===== src/hdl/aat_pkg.sv =====
// Package for the bounding-box transform: sizes, field offsets, types and codes.
`timescale 1ns / 1ps

package aat_pkg;

  localparam int COORD_WIDTH = 32;
  localparam int FRAC_BITS   = 16;
  localparam int COEF_COUNT  = 12;
  localparam int COEF_IDX_W  = 4;
  localparam int AXES        = 3;
  localparam int AXIS_W      = 2;
  localparam int COL_W       = 2;
  localparam int PROD_WIDTH  = 2 * COORD_WIDTH;
  // three products plus the shifted translation need two guard bits
  localparam int ACC_WIDTH   = PROD_WIDTH + 2;

  // input word: coef_index, coef_value, box_min_x/y/z, box_max_x/y/z
  localparam int COEF_LSB    = COEF_IDX_W;
  localparam int BOX_LSB     = COEF_IDX_W + COORD_WIDTH;
  localparam int IN_DATA_W   = ((COEF_IDX_W + 7 * COORD_WIDTH + 7) / 8) * 8;
  localparam int OUT_DATA_W  = ((6 * COORD_WIDTH + 7) / 8) * 8;

  typedef logic signed [COORD_WIDTH-1:0] coord_t;
  typedef logic signed [PROD_WIDTH-1:0]  prod_t;
  typedef logic signed [ACC_WIDTH-1:0]   acc_t;

  typedef enum logic [1:0] {
    ST_IDLE,
    ST_RUN,
    ST_OUT
  } state_e;

  typedef enum logic {
    OP_LOAD = 1'b0,
    OP_BOX  = 1'b1
  } opcode_e;

  // column code that reads the translation entry of a row
  localparam logic [COL_W-1:0] COL_TRANS = 2'd3;
  localparam logic [COL_W-1:0] COL_LAST  = 2'd2;

  // travels with each product from the multiplier to the accumulators
  typedef struct packed {
    logic              valid;
    logic              side;   // 0: product with the min bound, 1: with the max bound
    logic              first;  // first column of the row
    logic              last;   // closing product of the row
    logic [AXIS_W-1:0] axis;
  } tag_t;

  typedef struct packed {
    coord_t value;
    logic   sat;
  } fin_t;

endpackage


===== src/hdl/aabb_affine_transform_top.sv =====
// Bounding-box transform under an affine map, one shared multiplier and a sequencer.
`timescale 1ns / 1ps

// Load word (tuser = 0): coefficient written at the accept edge.
// Box word (tuser = 1): per row, a translation fetch, then six coefficient-by-bound
//   products on the multiplier; the result word is raised once all three rows are done.
// No new word is accepted until the result word is taken; the single multiplier is shared.
// rst_ni is asynchronous, active low: clears the twelve coefficients, the sequencer and
//   the output valid.
module aabb_affine_transform_top import aat_pkg::*; (
  input  logic                  clk_i,
  input  logic                  rst_ni,
  input  logic                  s_axis_tvalid_i,
  output logic                  s_axis_tready_o,
  // coef_index[3:0], coef_value, box_min_x, box_min_y, box_min_z,
  // box_max_x, box_max_y, box_max_z, zero pad
  input  logic [IN_DATA_W-1:0]  s_axis_tdata_i,
  input  logic                  s_axis_tuser_i,   // opcode
  output logic                  m_axis_tvalid_o,
  input  logic                  m_axis_tready_i,
  // out_min_x, out_min_y, out_min_z, out_max_x, out_max_y, out_max_z
  output logic [OUT_DATA_W-1:0] m_axis_tdata_o,
  output logic                  m_axis_tuser_o    // saturated
);

  state_e state_q, state_d;

  // matrix rows 0..2, four columns each, row-major
  coord_t coef_q [COEF_COUNT];

  // box bounds held for the run
  coord_t lo_bnd_q [AXES];
  coord_t hi_bnd_q [AXES];

  // sequencer
  logic              issue_q;
  logic [AXIS_W-1:0] axis_q;
  logic [COL_W-1:0]  col_q;
  logic              side_q;

  // multiplier stage
  coord_t coef_sel;
  coord_t bnd_sel;
  prod_t  prod_q;
  tag_t   tag_q;

  // accumulate stage
  coord_t seed_q;
  prod_t  p_q;
  acc_t   lo_acc_q, hi_acc_q;
  acc_t   seed_ext, lo_base, hi_base;
  prod_t  mn, mx;
  logic              fin_q;
  logic [AXIS_W-1:0] fin_axis_q;

  // result word
  coord_t out_lo_q [AXES];
  coord_t out_hi_q [AXES];
  logic   sat_q;
  fin_t   fin_lo, fin_hi;

  logic in_fire, out_fire, load_fire, box_fire;
  logic [COEF_IDX_W-1:0] in_idx;
  coord_t in_coef;

  assign in_fire   = s_axis_tvalid_i && s_axis_tready_o;
  assign out_fire  = m_axis_tvalid_o && m_axis_tready_i;
  assign load_fire = in_fire && (s_axis_tuser_i == OP_LOAD);
  assign box_fire  = in_fire && (s_axis_tuser_i == OP_BOX);
  assign in_idx    = s_axis_tdata_i[COEF_LSB-1:0];
  assign in_coef   = s_axis_tdata_i[COEF_LSB +: COORD_WIDTH];

  // round to nearest (ties up), drop the fraction, clamp to the coordinate range
  function automatic fin_t finish(acc_t s);
    acc_t rnd;
    acc_t sh;
    acc_t top;
    acc_t bot;
    fin_t r;
    rnd = s + (acc_t'(1) <<< (FRAC_BITS - 1));
    sh  = rnd >>> FRAC_BITS;
    top = acc_t'({1'b0, {(COORD_WIDTH-1){1'b1}}});
    bot = -top - acc_t'(1);
    r.sat   = 1'b0;
    r.value = sh[COORD_WIDTH-1:0];
    if (sh > top) begin
      r.sat   = 1'b1;
      r.value = top[COORD_WIDTH-1:0];
    end else if (sh < bot) begin
      r.sat   = 1'b1;
      r.value = bot[COORD_WIDTH-1:0];
    end
    return r;
  endfunction

  // ---------------------------------------------------------------- control FSM
  always_ff @(posedge clk_i or negedge rst_ni) begin
    if (!rst_ni) begin
      state_q <= ST_IDLE;
    end else begin
      state_q <= state_d;
    end
  end

  always_comb begin
    state_d         = state_q;
    s_axis_tready_o = 1'b0;
    m_axis_tvalid_o = 1'b0;
    case (state_q)
      ST_IDLE: begin
        s_axis_tready_o = 1'b1;
        if (box_fire) state_d = ST_RUN;
      end
      ST_RUN: begin
        if (fin_q && fin_axis_q == AXIS_W'(AXES - 1)) state_d = ST_OUT;
      end
      ST_OUT: begin
        m_axis_tvalid_o = 1'b1;
        if (out_fire) state_d = ST_IDLE;
      end
      default: state_d = ST_IDLE;
    endcase
  end

  // ---------------------------------------------------------------- coefficient store
  always_ff @(posedge clk_i or negedge rst_ni) begin
    if (!rst_ni) begin
      for (int k = 0; k < COEF_COUNT; k++) coef_q[k] <= '0;
    end else if (load_fire && in_idx < COEF_IDX_W'(COEF_COUNT)) begin
      coef_q[in_idx] <= in_coef;
    end
  end

  always_ff @(posedge clk_i) begin
    if (box_fire) begin
      for (int j = 0; j < AXES; j++) begin
        lo_bnd_q[j] <= s_axis_tdata_i[BOX_LSB + j * COORD_WIDTH +: COORD_WIDTH];
        hi_bnd_q[j] <= s_axis_tdata_i[BOX_LSB + (AXES + j) * COORD_WIDTH +: COORD_WIDTH];
      end
    end
  end

  // ---------------------------------------------------------------- sequencer
  // per row: translation fetch, then (col, side) = (0,0) (0,1) (1,0) (1,1) (2,0) (2,1)
  always_ff @(posedge clk_i or negedge rst_ni) begin
    if (!rst_ni) begin
      issue_q <= 1'b0;
      axis_q  <= '0;
      col_q   <= COL_TRANS;
      side_q  <= 1'b0;
    end else if (box_fire) begin
      issue_q <= 1'b1;
      axis_q  <= '0;
      col_q   <= COL_TRANS;
      side_q  <= 1'b0;
    end else if (issue_q) begin
      if (col_q == COL_TRANS) begin
        col_q  <= '0;
        side_q <= 1'b0;
      end else if (!side_q) begin
        side_q <= 1'b1;
      end else begin
        side_q <= 1'b0;
        if (col_q == COL_LAST) begin
          col_q <= COL_TRANS;
          if (axis_q == AXIS_W'(AXES - 1)) begin
            issue_q <= 1'b0;
          end else begin
            axis_q <= axis_q + AXIS_W'(1);
          end
        end else begin
          col_q <= col_q + COL_W'(1);
        end
      end
    end
  end

  // ---------------------------------------------------------------- shared multiplier
  assign coef_sel = coef_q[{axis_q, col_q}];
  assign bnd_sel  = side_q ? hi_bnd_q[col_q] : lo_bnd_q[col_q];

  always_ff @(posedge clk_i) begin
    prod_q <= prod_t'(coef_sel) * prod_t'(bnd_sel);
    if (issue_q && col_q == COL_TRANS) seed_q <= coef_sel;
  end

  always_ff @(posedge clk_i or negedge rst_ni) begin
    if (!rst_ni) begin
      tag_q <= '0;
    end else begin
      tag_q.valid <= issue_q && (col_q != COL_TRANS);
      tag_q.side  <= side_q;
      tag_q.first <= (col_q == '0);
      tag_q.last  <= (col_q == COL_LAST) && side_q;
      tag_q.axis  <= axis_q;
    end
  end

  // ---------------------------------------------------------------- min/max accumulate
  assign seed_ext = acc_t'(seed_q) <<< FRAC_BITS;
  assign lo_base  = tag_q.first ? seed_ext : lo_acc_q;
  assign hi_base  = tag_q.first ? seed_ext : hi_acc_q;
  // prod_q is the max-bound product, p_q the min-bound one; swap when max < min
  assign mn       = (prod_q < p_q) ? prod_q : p_q;
  assign mx       = (prod_q < p_q) ? p_q : prod_q;

  always_ff @(posedge clk_i) begin
    if (tag_q.valid && !tag_q.side) p_q <= prod_q;
    if (tag_q.valid && tag_q.side) begin
      lo_acc_q <= lo_base + acc_t'(mn);
      hi_acc_q <= hi_base + acc_t'(mx);
    end
  end

  always_ff @(posedge clk_i or negedge rst_ni) begin
    if (!rst_ni) begin
      fin_q      <= 1'b0;
      fin_axis_q <= '0;
    end else begin
      fin_q      <= tag_q.valid && tag_q.last;
      fin_axis_q <= tag_q.axis;
    end
  end

  // ---------------------------------------------------------------- round, clamp, hold
  assign fin_lo = finish(lo_acc_q);
  assign fin_hi = finish(hi_acc_q);

  always_ff @(posedge clk_i) begin
    if (fin_q) begin
      out_lo_q[fin_axis_q] <= fin_lo.value;
      out_hi_q[fin_axis_q] <= fin_hi.value;
    end
  end

  always_ff @(posedge clk_i or negedge rst_ni) begin
    if (!rst_ni) begin
      sat_q <= 1'b0;
    end else if (box_fire) begin
      sat_q <= 1'b0;
    end else if (fin_q) begin
      sat_q <= sat_q | fin_lo.sat | fin_hi.sat;
    end
  end

  assign m_axis_tdata_o = OUT_DATA_W'({out_hi_q[2], out_hi_q[1], out_hi_q[0],
                                       out_lo_q[2], out_lo_q[1], out_lo_q[0]});
  assign m_axis_tuser_o = sat_q;

`ifndef SYNTH
  a_one_side: assert property (@(posedge clk_i) disable iff (!rst_ni)
    !(s_axis_tready_o && m_axis_tvalid_o))
    else $error("input ready while a result word is pending");

  a_box_starts: assert property (@(posedge clk_i) disable iff (!rst_ni)
    box_fire |=> (state_q == ST_RUN) && issue_q)
    else $error("box word did not start the sequencer");

  a_load_silent: assert property (@(posedge clk_i) disable iff (!rst_ni)
    load_fire |=> !m_axis_tvalid_o)
    else $error("load word produced a result word");

  a_fin_in_run: assert property (@(posedge clk_i) disable iff (!rst_ni)
    fin_q |-> (state_q == ST_RUN))
    else $error("row finished outside a run");

  a_issue_in_run: assert property (@(posedge clk_i) disable iff (!rst_ni)
    issue_q |-> (state_q == ST_RUN))
    else $error("multiplier issuing outside a run");
`endif

endmodule

===== config.mk =====
export PLATFORM = sky130hd
export DESIGN_NAME = aabb_affine_transform_top
export DESIGN_NICKNAME = d
export VERILOG_FILES = /design/src/hdl/aat_pkg.sv /design/src/hdl/aabb_affine_transform_top.sv
export SDC_FILE = /design/constraint.sdc
export NUM_CORES = 2
export LEC_CHECK = 0
export BUFFER_PORTS_ARGS = -buffer_cell sky130_fd_sc_hd__buf_2
export CELL_PAD_IN_SITES_DETAIL_PLACEMENT = 1
export CELL_PAD_IN_SITES_GLOBAL_PLACEMENT = 1
export CORE_MARGIN = 4
export CORE_UTILIZATION = 51
export DETAILED_ROUTE_END_ITERATION = 10
export PLACE_DENSITY_LB_ADDON = 0.1
export SLEW_MARGIN = 20
export SYNTH_ARGS = -nofsm -noshare
export SYNTH_HDL_FRONTEND = slang
export SYNTH_SLANG_ARGS = --single-unit

===== constraint.sdc =====
create_clock -name clk_i -period 11.2 [get_ports clk_i]
set_input_delay 2.24 -clock clk_i [delete_from_list [all_inputs] [get_ports clk_i]]
set_output_delay 2.24 -clock clk_i [all_outputs]
set_load 0.01 [all_outputs]

Word level (Yosys, flattened, before mapping):

Memory sizes are Yosys's and may differ from the RTL's.
Cells that the tools add are included.

* add/sub/neg operators: 6
* $mul: 1
* $lt $le $gt $ge: 9
* equality and inequality tests: 12
* mux-type cells: 48
* bitwise logic cells: 5
* reduce and logical (&&, ||, !) cells: 24

Operators with widths (number)
* $bwmux W384: 1
* $add A66 B17 Y66 const B: 2
* $add A66 B64 Y66: 2
* $mux W33: 4
* $mux W66: 2
* $bmux W32 S4: 1
* $demux W32 S4: 1
* $mux W32: 4
* $mux W64: 2
* $gt A50 B32 Y1 const B: 2
* $lt A50 B32 Y1 const B: 2
* $lt A64 B64 Y1: 1
* $mul A32 B32 Y64: 1
* $mux W2: 14
* $mux W1: 18
* $logic_and A1 B1 Y1: 13
* $ne A2 B2 Y1 const B: 6
* $eq A2 B2 Y1 const B: 5
* $ge A5 B5 Y1 const B: 2
* $not A4 Y5: 2
* $reduce_bool A2 Y1: 4
* $pmux W2 S3: 1
* $lt A5 B1 Y1 const B: 1
* $reduce_and A5 Y1: 1
* 10 further kinds: 13

* bits in registers: 694
* RAM bits: 384
* input port bits: 237
* output and inout bits: 195
* word-level logic and storage cells: 139
* memories: 4

Memory list
* hi_bnd_q: words 3, bits a word 32, read ports 1, clocked after Yosys merged registers in 0, write ports 3, line aabb_affine_transform_top.sv:33 `coord_t hi_bnd_q [AXES];`
* lo_bnd_q: words 3, bits a word 32, read ports 1, clocked after Yosys merged registers in 0, write ports 3, line aabb_affine_transform_top.sv:32 `coord_t lo_bnd_q [AXES];`
* out_hi_q: words 3, bits a word 32, read ports 3, clocked after Yosys merged registers in 0, write ports 1, line aabb_affine_transform_top.sv:58 `coord_t out_hi_q [AXES];`
* out_lo_q: words 3, bits a word 32, read ports 3, clocked after Yosys merged registers in 0, write ports 1, line aabb_affine_transform_top.sv:57 `coord_t out_lo_q [AXES];`

Longest topological paths before layout:

* word-level depth: 8
* mapped depth: 39
* gate-level depth less buffers: 33

Worst setup path after synthesis:

No wires, ideal clock.

* path type: register -> register
* from: register col_q[0]
* to: register prod_q[62]
* library setup time: 0.124 ns
* arrival: 9.443 ns
* data required time: 11.076 ns
* setup slack: 1.633 ns
* stages on the path, launching flop included: 35
* path buffers: 5
* clock period less this slack: 9.567 ns
* cells stage by stage: dfstp_2 -> buf_2 -> buf_2 -> buf_2 -> clkbuf_1 -> mux4_2 -> nand2_1 -> o21ai_1 -> buf_2 -> nand2_1 -> inv_1 -> fa_1 -> fa_1 -> fa_1 -> inv_1 -> fa_1 -> inv_1 -> fa_1 -> inv_1 -> fa_1 -> fa_1 -> fa_1 -> inv_1 -> ha_1 -> and3_1 -> and2_1 -> o21ai_0 -> or2_2 -> or2_2 -> o21ai_0 -> and2_1 -> o2111ai_1 -> o2111ai_2 -> a211o_1 -> nand3_1

* longest elaborated chain between the ends: 5
* elaborated cells between the ends (all ways): 8
* classes of those cells: mul (1); mux (4); bitwise (1); memory (2)

RTL lines
* start, declared: line aabb_affine_transform_top.sv:38 `logic [COL_W-1:0] col_q;`
* start signal, assigned: line aabb_affine_transform_top.sv:172 `col_q <= col_q + COL_W'(1);`
* $not A4 Y5 (implied by the code): line aabb_affine_transform_top.sv:179 `assign coef_sel = coef_q[{axis_q, col_q}];`
* $bmux W32 S4: line aabb_affine_transform_top.sv:179
* $mux W32 (implied by the code) (2 in a row): line aabb_affine_transform_top.sv:179
* $mul A32 B32 Y64 (*): line aabb_affine_transform_top.sv:183 `prod_q <= prod_t'(coef_sel) * prod_t'(bnd_sel);`
* end signal, assigned: line aabb_affine_transform_top.sv:183
* end, declared: line aabb_affine_transform_top.sv:44 `prod_t prod_q;`

Every way passes the cells marked *; elsewhere a longest branch is shown, timed or not. The select of a mux whose other input is x is not followed.
A chain may end at the register's enable or synchronous reset.

Final worst setup path:

Same ends and word-level chain as after synthesis.

==> flow_metrics.tcl <==
set metrics [dict create \
    report.final.setup_viol 0 \
    ys_seq_elements 1078 \
    yosys-top-cells-area "fa_1 25%, edfxtp_1 21%, dfrtp_1 11%" \
    final_cells 10900 \
    cts_tree "done" \
    detail-route-antenna-nets 0 \
    crit_path_max_incr_delay_ns 0.80 \
    final_cell_mix "1205 x inv_1, 1084 x fa_1, 762 x nand2_1" \
    viasPerCell 5.71 \
    syn_nets 9800 \
    fin_nets 10100 \
    end_kind "register" \
    die_y_um 424 \
    period_minus_slack_ns 10.74 \
    layout-drive-gt1-share 0.178 \
    worst_pin_slew_ns 1.02 \
    root_buffer "clkbuf_16" \
    cpMostUsedCell "fa_1" \
    grt_overflow 0 \
    synth_edf_count 612 \
    ios 432 \
    status "finished clean" \
    async_flop_share 0.373 \
    post-route-util 0.567 \
    vias 62000 \
    rsz0062_at_grt "no" \
    grt_max_degree 194 \
    core_area_um2 172000 \
    netlist_area_um2 88400 \
    startpoint "col_q[0]" \
    syn_inst 8096 \
    htreeDepth 3 \
    worst-path-stages 28 \
    regToRegSetupSlack_ns 0.46 \
    fin_crit_sh 0.959 \
    first_pass_iters 5 \
    drc_errors 0 \
    slew_viol_final 0 \
    place_hpwl_um 214000 \
    path_delay_family "adder cells" \
    crit_buf_inv 4 \
    fin_skew_ns 0.0864 \
    start_util 0.514 \
    cp-start-kind "register" \
    relSlewSlack 0.314 \
    hold_viol_final 0 \
    maxCapViolCount 0 \
    grt_pass1_vias 69300 \
    grt_usage 0.307 \
    seq_area_frac_synth 0.336 \
    port_buffers 427 \
    rr_startpoint "col_q[0]" \
    path_clk_slew_ns 0.06 \
    area_growth_pct 10.4 \
    crit_type "register to register" \
    synth_area_leader_cell "fa_1" \
    place_inst 10600 \
    worstSkewPairLatency_ns 0.81 \
    worstPathMaxFanout 21 \
    die_x_um 424 \
    dieArea_um2 180000 \
    synth_top_area_share 0.246 \
    hold_class "register to register" \
    crit_slowest_cell "dfstp_4" \
    place_congestion 0.941 \
    cts_buffer_depth 3 \
    grt_pass1_wl_um 421000 \
    synth_ff_type "edfxtp_1" \
    fmax_ghz 0.0931 \
    r2r_end "prod_q[62]" \
    wirelength_um 274000 \
    hold_buffers 0 \
    reg2reg_depth 28 \
    dr.first_iter.drc_count 4265 \
    antenna_found_initial 16 \
    final.setup.tns_ns 0 \
    rows 152 \
    final_common_cell "inv_1" \
    syn_area_per_cell_um2 10.9 \
    crit_required_ns 11.83 \
    wl_per_cell_um 25.2 \
    endpoint "prod_q[62]" \
    synth_cell_types 101 \
    cp.arrival_ns 11.37 \
    cts_buffers 114 \
    clock-sinks 1078 \
    ys_warn_count 0 \
]
-- cells in the mapped netlist, types with 39 or more instances --
cell,count
clkbuf_1,309
nand2b_1,46
and3_1,45
nand3_1,96
edfxtp_1,612
xnor2_1,196
a21oi_1,284
nor2_1,649
buf_1,52
buf_2,39
nand2_1,768
nor3_1,54
a21o_1,138
mux2_2,479
o21ai_0,321
mux2i_1,90
nand4_1,62
mux4_2,100
dfxtp_1,64
and2_1,61
nor2b_1,77
fa_1,1084
ha_1,383
dfrtp_1,400
inv_1,1209
xor2_1,68
-- how the worst min path moves through the flow --
stage                     startpoint            end  cells after the start
after floorplan             tag_q[0]  fin_axis_q[0]                      0
after global placement      tag_q[0]  fin_axis_q[0]                      0
after detailed placement    tag_q[0]  fin_axis_q[0]                      0
after CTS                   tag_q[0]  fin_axis_q[0]                      0
after global routing        tag_q[0]  fin_axis_q[0]                      0
final                       tag_q[0]  fin_axis_q[0]                      0
-- flip-flops by register name, summed over array words and instances (netlist names), 64 cells and up --
signal,flops
hi_acc_q,66
coef_q,384
out_lo_q,96
lo_acc_q,66
p_q,64
prod_q,64
lo_bnd_q,96
out_hi_q,96
hi_bnd_q,96
-- per-layer routing --
| metal | global-route usage | vias up | share of wire |
|---|---|---|---|
| met5 | 0 | - | 0.00021 |
| met3 | 0.0592 | 407 | 0.073 |
| met1 | 0.409 | 32400 | 0.42 |
| met4 | 0.0911 | 8 | 0.031 |
| li1 | - | 27300 | - |
| met2 | 0.513 | 1987 | 0.48 |
-- cell type report --
type,count,area (µm²)
fill,18300,74400
tap,2310,2890
multi-input combinational,5389,52700
antenna,7,17.5
inverter,1223,4610
clock inverter,42,531
clock buffer,174,3290
timing repair buffer,637,3840
sequential,1078,29700
-- per-stage QoR --
stage                     setup WS [ns]  cell area, µm²  hold WS [ns]
after floorplan                    1.63           88400         0.331
after global placement            0.453           93600         0.350
after detailed placement          0.256           93600         0.350
after CTS                         0.184           97400         0.360
after global routing            0.00343           97500         0.365
final                             0.463           97600         0.362
-- what timing repair did --
item,4_1_cts,5_1_grt
buffers inserted,0,7
hold endpoints to repair,0,0
gates resized for setup,0,3
setup endpoints to repair,0,7
-- logic make-up after synthesis --
logic type,Yosys count,synth area share
and+or+nand+nor,1940,0.0967
buffers and inverters,1629,0.0704
adders and majority gates,1467,0.300
DFF,1078,0.336
AOI/OAI and AO/OA,1049,0.0741
muxes,669,0.0967
xor gates and xnor gates,264,0.0262
Power is left out: the tool's default activity adds up to more than one toggle a clock period on the data nets, which glitch-free logic cannot reach.
